**src/sv/wqs_pkg.sv**
```systemverilog
// Package with widths, fixed-point constants, breakpoint tables and segment lookup.
`timescale 1ns / 1ps
`default_nettype none
package wqs_pkg;

	localparam int PH_W  = 11;
	localparam int OX_W  = 12;
	localparam int TMP_W = 12;
	localparam int NH_W  = 16;
	localparam int TU_W  = 16;
	localparam int IDX_W = 14;

	localparam int IN_W  = 72;
	localparam int OUT_W = 56;

	localparam int DIV_NW = 56;
	localparam int DIV_DW = 30;
	localparam int DIV_QW = 30;

	localparam int X_W     = 30;
	localparam int D_W     = 26;
	localparam int SLOPE_W = 13;
	localparam int PROD_W  = D_W + SLOPE_W;

	localparam int POLY_W = 57;
	localparam logic [POLY_W-1:0] POLY_A = 57'd14652000000000000;
	localparam logic [41:0] POLY_B = 42'd4102200000000;
	localparam logic [29:0] POLY_C = 30'd799100000;
	localparam logic [16:0] POLY_D = 17'd77774;
	localparam logic [39:0] PCT_SCALE = 40'd1000000000000;

	// Division by 10^9 is a shift by 9 and a division by 5^9 through its reciprocal.
	localparam logic [24:0] SAT_RECIP = 25'd18014398;
	localparam logic [22:0] SAT_K  = 23'd1953125;
	localparam logic [22:0] SAT_K2 = 23'd3906250;
	localparam logic [22:0] SAT_K3 = 23'd5859375;

	localparam int SIDE_LEN = 39;
	localparam int TAIL_LEN = 31;
	localparam int VAL_LEN  = 71;
	localparam int NCH      = 4;

	typedef logic [X_W-1:0] bp_arr_t [8];
	typedef int q_arr_t [8];

	localparam bp_arr_t DO_BP = '{30'd20000000, 30'd50000000, 30'd75000000, 30'd88000000,
		30'd112000000, 30'd125000000, 30'd150000000, 30'd200000000};
	localparam q_arr_t DO_Q = '{25, 50, 75, 100, 100, 75, 50, 25};
	localparam bp_arr_t PH_BP = '{30'd550, 30'd600, 30'd850, 30'd900,
		30'd0, 30'd0, 30'd0, 30'd0};
	localparam q_arr_t PH_Q = '{50, 100, 100, 50, 0, 0, 0, 0};
	localparam bp_arr_t NH_BP = '{30'd100, 30'd200, 30'd500, 30'd1000, 30'd5000,
		30'd0, 30'd0, 30'd0};
	localparam bp_arr_t TU_BP = '{30'd50, 30'd200, 30'd300, 30'd700, 30'd1000,
		30'd0, 30'd0, 30'd0};
	localparam q_arr_t CL_Q = '{100, 75, 50, 25, 1, 0, 0, 0};

	typedef struct packed {
		logic [PH_W-1:0]  ph;
		logic [OX_W-1:0]  oxy;
		logic [TMP_W-1:0] tmp;
		logic [NH_W-1:0]  nh;
		logic [TU_W-1:0]  tu;
	} side_t;

	typedef struct packed {
		logic               clamp;
		logic [IDX_W-1:0]   clamp_val;
		logic [IDX_W-1:0]   base;
		logic               neg;
	} tail_t;

	typedef struct packed {
		tail_t              tl;
		logic [SLOPE_W-1:0] slope;
		logic [D_W-1:0]     d;
		logic [D_W-1:0]     w;
	} seg_t;

	// Finds the segment holding x; band tables give index 1 at or outside their end points.
	function automatic seg_t seg_lookup(input logic [X_W-1:0] x, input bp_arr_t bp,
		input q_arr_t q, input int n, input logic band);
		seg_t s;
		int dq;
		s = '0;
		s.w = D_W'(1);
		if (x <= bp[0] || x >= bp[n-1]) begin
			s.tl.clamp = 1'b1;
			if (band) begin
				s.tl.clamp_val = IDX_W'(100);
			end else if (x <= bp[0]) begin
				s.tl.clamp_val = IDX_W'(q[0] * 100);
			end else begin
				s.tl.clamp_val = IDX_W'(q[n-1] * 100);
			end
		end else begin
			for (int i = 6; i >= 0; i--) begin
				if (i < n - 1 && x <= bp[i+1]) begin
					dq = q[i+1] - q[i];
					s.w = D_W'(bp[i+1] - bp[i]);
					s.d = D_W'(x - bp[i]);
					s.tl.base = IDX_W'(q[i] * 100);
					s.tl.neg = (dq < 0);
					s.slope = SLOPE_W'(((dq < 0) ? -dq : dq) * 100);
				end
			end
		end
		return s;
	endfunction

endpackage
`default_nettype wire

```
**src/sv/wqs_div.sv**
```systemverilog
// Pipelined restoring divider, one quotient bit per register stage.
`timescale 1ns / 1ps
`default_nettype none
module wqs_div (
	input  wire logic                          clk,
	input  wire logic                          en,
	input  wire logic [wqs_pkg::DIV_NW-1:0]    num,
	input  wire logic [wqs_pkg::DIV_DW-1:0]    den,
	output logic      [wqs_pkg::DIV_QW-1:0]    quo,
	output logic                               rem_nz
);
	import wqs_pkg::*;

	logic [DIV_DW-1:0] r_s [DIV_QW];
	logic [DIV_QW-1:0] z_s [DIV_QW];
	logic [DIV_DW-1:0] d_s [DIV_QW];
	logic [DIV_DW-1:0] r_n [DIV_QW];
	logic [DIV_QW-1:0] z_n [DIV_QW];

	always_comb begin
		logic [DIV_DW-1:0] r_in;
		logic [DIV_QW-1:0] z_in;
		logic [DIV_DW-1:0] d_in;
		logic [DIV_DW:0]   t;
		logic              ge;
		for (int k = 0; k < DIV_QW; k++) begin
			if (k == 0) begin
				r_in = DIV_DW'(num[DIV_NW-1:DIV_QW]);
				z_in = num[DIV_QW-1:0];
				d_in = den;
			end else begin
				r_in = r_s[k-1];
				z_in = z_s[k-1];
				d_in = d_s[k-1];
			end
			t = {r_in, z_in[DIV_QW-1]};
			ge = (t >= {1'b0, d_in});
			r_n[k] = ge ? DIV_DW'(t - {1'b0, d_in}) : DIV_DW'(t);
			z_n[k] = {z_in[DIV_QW-2:0], ge};
		end
	end

	always_ff @(posedge clk) begin
		if (en) begin
			d_s[0] <= den;
			for (int k = 0; k < DIV_QW; k++) begin
				r_s[k] <= r_n[k];
				z_s[k] <= z_n[k];
			end
			for (int k = 1; k < DIV_QW; k++) d_s[k] <= d_s[k-1];
		end
	end

	assign quo = z_s[DIV_QW-1];
	assign rem_nz = (r_s[DIV_QW-1] != '0);
endmodule
`default_nettype wire

```
**config.mk**
```make
export PLATFORM = sky130hd
export DESIGN_NAME = wqs_div
export DESIGN_NICKNAME = d
export VERILOG_FILES = /design/src/sv/wqs_pkg.sv /design/src/sv/wqs_div.sv
export SDC_FILE = /design/constraint.sdc
export NUM_CORES = 2
export LEC_CHECK = 0
export BUFFER_PORTS_ARGS = -buffer_cell sky130_fd_sc_hd__buf_2
export CAP_MARGIN = 40
export CORE_MARGIN = 2
export CORE_UTILIZATION = 60
export DETAILED_ROUTE_END_ITERATION = 8
export GPL_TIMING_DRIVEN = 0
export PLACE_DENSITY = 0.76
export SLEW_MARGIN = 20
export SYNTH_ARGS = -nofsm -noshare
export SYNTH_HDL_FRONTEND = slang
export SYNTH_SLANG_ARGS = --single-unit
export TNS_END_PERCENT = 10
```
**constraint.sdc**
```tcl
create_clock -name clk -period 5 [get_ports clk]
set_input_delay 1 -clock clk [delete_from_list [all_inputs] [get_ports clk]]
set_output_delay 1 -clock clk [all_outputs]
set_load 0.02 [all_outputs]
```
# After elaboration in Yosys (flattened, before gate mapping)
# Memories as Yosys holds them, arrays and structs flattened.
# Index checks and enable logic that the tools add are counted.
# totals
memories	3
wordCells	96
register_bits	0
ram_bits	2700
output_inout_bits	31
input_bits	88
# memory_table
name	words	width	read_ports	rd_clocked_by_memory_dff	wr	line_no	source
d_s	30	30	29	0	30	wqs_div.sv:16	logic [DIV_DW-1:0] d_s [DIV_QW];
r_s	30	30	30	0	30	wqs_div.sv:14	logic [DIV_DW-1:0] r_s [DIV_QW];
z_s	30	30	30	0	30	wqs_div.sv:15	logic [DIV_QW-1:0] z_s [DIV_QW];
# classes
reduce_logical	1
mux	32
magnitude_cmp	30
n_addsub	30
# ops
op	n
30-bit 2-to-1 mux	30
31-bit by 30-bit greater-or-equal comparator with 1-bit output	29
30-bit subtractor	29
27-bit by 30-bit greater-or-equal comparator with 1-bit output	1
30-bit nonzero test	1
27-bit by 30-bit subtractor with 30-bit output	1
1-bit 2-to-1 mux	2

# Longest topological paths before layout
# logic_depth
depth_word	2
mapped_depth	17

# Least setup slack after synthesis
# OpenSTA, ideal clock, no wires.
# synth_path
path_type	in2reg
startpoint	in num[29] (netlist name)
endpoint	mem r_s[0][10], data pin
path_buffers	2
arrival_time_ns	3.696
path_stages	16
slack_ns	1.038
required_ns	4.734
path_cell_list	inv_1 -> ha_1 -> inv_2 -> fa_1 -> a21oi_1 -> o211a_1 -> o41ai_1 -> a311o_1 -> a211oi_1 -> o21ba_2 -> nor3_1 -> nand2_1 -> a21o_1 -> clkbuf_1 -> clkbuf_1 -> o21ai_1
# synth_rtl
element	line_no	source
start: declaration	wqs_div.sv:7	input wire logic [wqs_pkg::DIV_NW-1:0] num,
end: declaration	wqs_div.sv:14	

==> summary.md <==
| Metric | Value |
|---|---|
| DP HPWL | `between 200000 and 250000 um` |
| Num ports | `about 120` |
| Max Buffers Root-to-Sink | `4` |
| Comb power frac | `0.425` |
| Die area | `0.232 sq mm` |
| Yosys reg bits | `around 2.7k` |
| Post-synthesis sequential area ratio | `0.586` |
| Gp weighted congestion | `about 0.94` |
| Synth area leader | `edfxtp_1` |
| Int Pwr | `approximately 0.063 W` |
| Synth area leaders | `edfxtp_1 (59%), ha_1 (8.2%), a21oi_1 (3.1%)` |
| Ys async rst share | `0` |
| Worst R2R Path Depth | `14` |
| Worst IR Drop VDD | `between 400 and 500 uV` |
| Crit. Startpoint | `d_s[6][31]$_DFFE_PP_` |
| CP peak stage delay | `0.60 ns` |
| Post-Syn Area | `~0.14 sq mm` |
| FF-to-FF Start | `d_s[6][31]$_DFFE_PP_` |
| I/O Buffers | `between 100 and 150` |
| Drt wl/cell | `between 20 and 25 um` |
| Leak pwr | `61.4 nW` |
| Crit. End Element | `flop` |
| CTS tree | `yes` |
| R2R setup slack | `between 0.2 and 0.25 ns` |
| Fillcell total | `approximately 16k` |
| R2R Path End | `r_s[0][428]$_DFFE_PP_` |
| CP Class | `reg2reg` |
| Largest net degree at the start of global routing | `approximately 160` |
| Hold Violations, Final | `0` |
| Minimum hold slack | `0.222 ns` |
| Initial Utilization | `0.602` |
| Via density per instance | `around 6.0` |
| Final net count | `between 10k and 15k` |
| First-pass GRT wire length | `~500000 um` |
| Max_slew headroom | `0.420` |
| RSZ-0062 raised after global routing | `no` |
| Synth top area share | `0.586` |
| Rows | `175` |
| Min Tclk post-route | `approximately 4.8 ns` |
| Final wirelength | `between 300000 and 400000 um` |
| Clk pwr share | `0.220` |
| # Max-Cap Violations | `0` |
| Clk slew on worst S/H paths | `0.06 ns` |
| Slew Viols, Final | `0` |
| Setup violators final | `0` |
| Highest clock rate | `roughly 0.21 GHz` |
| Synth cell types | `90` |
| Pwr Density | `around 660 mW/mm^2` |
| 1st-iter DRT viols | `7948` |
| Worst-Margin Slew | `about 0.86 ns` |
| Period utilization | `0.950` |
| CTS sink cnt | `roughly 2.7k` |
| Slowest cell on crit path | `clkbuf_1` |
| Switching share of power | `0.371` |
| 1st-pass router iterations | `8` |
| Clock Tree Root | `clkbuf_16` |
| Worst-path fanout max | `10` |
| CP cell instances | `inv_1, ha_1, nor2b_1, o21a_1, o21a_1, o2111ai_1, a31o_1, o21ai_1, o211ai_1, o21a_1, o211ai_1, clkbuf_1, clkbuf_1, a21oi_1` |
| Die width | `between 400 and 500 um` |
| Final Instance Count excl. Fillers | `about 15k` |
| Post-synth EDFFs | `2670` |
| Endpoint of the worst setup timing path | `r_s[0][428]$_DFFE_PP_` |
| Share of post-route cells with drive strength above 1 | `0.0645` |
| DRC | `0` |
| CTS HTree Levels | `5` |
| Min-delay worst type | `in2reg` |
| Register share of total power | `0.355` |
| CTS Buf Count | `300` |
| Synth warn | `0` |
| Vias after detailed routing | `roughly 90k` |
| Layout Skew | `approximately 0.084 ns` |
| # placed instances | `approximately 14k` |
| Die Y | `about 480 um` |
| Cts hold-fix bufs | `0` |
| Skew-Pair Late Insertion Delay | `slightly below 1 ns` |
| Core ar. | `0.227 sq mm` |
| Area grow syn2layout | `10.7%` |
| Crit path DAT | `5.40 ns` |
| Outcome | `finished clean` |
| Number of global-route vias before repair | `between 80k and 90k` |
| Initial antenna violation count | `5` |
| ANT nets after route | `0` |
| Worst path required time | `between 5 and 6 ns` |
| Main synth FF type | `edfxtp_1` |
| Total gr overflow | `0` |
| Fin area | `0.151 sq mm` |
| Post-synthesis cell count | `11.1k` |
| Post-DP Area | `roughly 0.14 sq mm` |
| Sw Pwr | `0.0371 W` |
| Avg Synthesized Cell Area | `roughly 12 sq um` |
| All-layer global routing usage | `0.279` |
| Post-Syn Nets | `about 12k` |
| Critical Path Start Type | `flop` |
| Crit-path most repeated cell | `o21a_1` |
-- what timing repair did --
action                                  in CTS  in global routing
gates cloned                                 0                  1
endpoints found under the setup margin       9                177
gates resized for setup                      1                  6
setup buffers                                0                  0
-- how the worst min path moves through the flow --
| stage | startpoint | end | slack (ns) | depth (start not counted) |
|---|---|---|---|---|
| floorplan | z_s[0][69]$_DFFE_PP_ | z_s[0][100]$_DFFE_PP_ | 0.40 | 0 |
| CTS | num[3] | z_s[0][4]$_DFFE_PP_ | 0.15 | 1 |
| global placement | z_s[1][300]$_DFFE_PP_ | z_s[1][331]$_DFFE_PP_ | 0.40 | 0 |
| detailed placement | z_s[0][76]$_DFFE_PP_ | z_s[0][107]$_DFFE_PP_ | 0.40 | 0 |
| global route | num[17] | z_s[0][18]$_DFFE_PP_ | 0.18 | 1 |
| finish | num[17] | z_s[0][18]$_DFFE_PP_ | 0.22 | 1 |
-- state kept, by name (all words and copies together) (netlist names) --
register,flops
d_s,870
r_s,900
z_s,900
-- critical path: cells and delay by family, from the launching register on --
kind,cells,cell delay (ns)
compound gates,9,2.27
buf+inv,3,1.18
flops,1,0.52
fa+ha+maj,1,0.31
simple gates,1,0.16
-- per-stage QoR --
stage / util / TNS [ns] / power [W] / setup slack [ns]
global route: 0.667 / 0 / 0.106 / 0.00701
CTS: 0.667 / 0 / 0.0999 / 0.0831
finish: 0.667 / 0 / 0.100 / 0.250
floorplan: - / 0 / 0.0652 / 1.04
detailed placement: 0.624 / -145.12 / 0.0772 / -0.846
global placement: 0.622 / - / 0.0782 / -36.88
-- cells in the mapped netlist, types with 18 or more instances --
cell	count
o21ai_0	254
nand4_1	133
or2_2	18
o21bai_1	75
a221oi_1	22
nand2b_1	114
buf_2	57
nor3_1	122
o2111ai_1	22
xor2_1	303
a21boi_0	22
nor2_1	596
mux2i_1	37
o41ai_1	18
a21oi_1	855
edfxtp_1	2670
and2_1	30
inv_1	1117
clkbuf_1	158
o31ai_1	47
or3_1	31
and3_1	66
mux2_2	31
a21o_1	463
o21ai_1	394
nor4_1	38
o21a_1	128
o211ai_1	40
ha_1	897
nor2b_1	113
nand2_1	678
a31oi_1	79
xnor2_1	462
a21boi_1	29
mux2_1	375
and4_1	22
a211oi_1	74
o31a_1	18
a211o_1	35
fa_1	30
buf_4	34
nand3_1	167
-- power by group through the flow --
stage,combinational [W],clock [W],sequential [W]
after floorplan,0.0312,0,0.0340
after global placement,0.0406,0,0.0376
after detailed placement,0.0414,0,0.0359
after CTS,0.0419,0.0225,0.0355
after global routing,0.0467,0.0233,0.0359
final,0.0425,0.0220,0.0355
-- routing by layer --
layer	part of all wire	up-vias	wire, um	GRT usage
li1	-	42006	-	-
met1	0.43	43143	141000	0.379
met2	0.48	2844	157000	0.465
met3	0.056	651	18400	0.0381
met4	0.034	4	11000	0.0921
met5	0.000083	-	27	0
-- layout by cell type (no fill, tap or decap), types with 66 or more instances in the layout --
| cell type | synthesis | layout |
|---|---|---|
| mux2_1 | 375 | 375 |
| nand2_1 | 678 | 678 |
| a31oi_1 | 79 | 79 |
| o21a_1 | 128 | 128 |
| nand3_1 | 167 | 167 |
| edfxtp_1 | 2670 | 2670 |
| a211oi_1 | 74 | 73 |
| clkbuf_1 | 158 | 201 |
| a21oi_1 | 855 | 855 |
| and3_1 | 66 | 66 |
| o21bai_1 | 75 | 75 |
| clkbuf_16 | 0 | 304 |
| nor3_1 | 122 | 122 |
| nand4_1 | 133 | 133 |
| o21ai_1 | 394 | 394 |
| nor2b_1 | 113 | 113 |
| nand2b_1 | 114 | 114 |
| buf_2 | 57 | 174 |
| xor2_1 | 303 | 303 |
| nor2_1 | 596 | 596 |
| inv_1 | 1117 | 1117 |
| ha_1 | 897 | 897 |
| xnor2_1 | 462 | 462 |
| o21ai_0 | 254 | 254 |
| a21o_1 | 463 | 463 |
-- final cells by class --
| cell class | count | area (sq um) | area share |
|---|---|---|---|
| diodes | 3 | 7.51 | 0.0000496 |
| plain buffers | 258 | 1170 | 0.00773 |
| clock buffers | 349 | 7750 | 0.0512 |
| clock inverters | 169 | 1950 | 0.0129 |
| inverters | 1131 | 4250 | 0.0280 |
| multi-input cells | 7090 | 51200 | 0.338 |
| flip-flops and latches | 2670 | 80200 | 0.529 |
| well taps | 3009 | 3760 | 0.0249 |
| repair buffers | 144 | 1190 | 0.00784 |
-- cells by family after synthesis --
logic type               count (synthesis)  synth area share
flip-flops                            2670             0.586
AND/OR/NAND/NOR                       2190            0.0753
multiplexers                           443            0.0361
buffers and inverters                 1389            0.0396
AO/OA/AOI/OAI                         2765             0.127
XOR/XNOR                               765            0.0490
adder cells (fa/ha/maj)                927            0.0864
No activity file was read; power rests on OpenSTA's default activity.
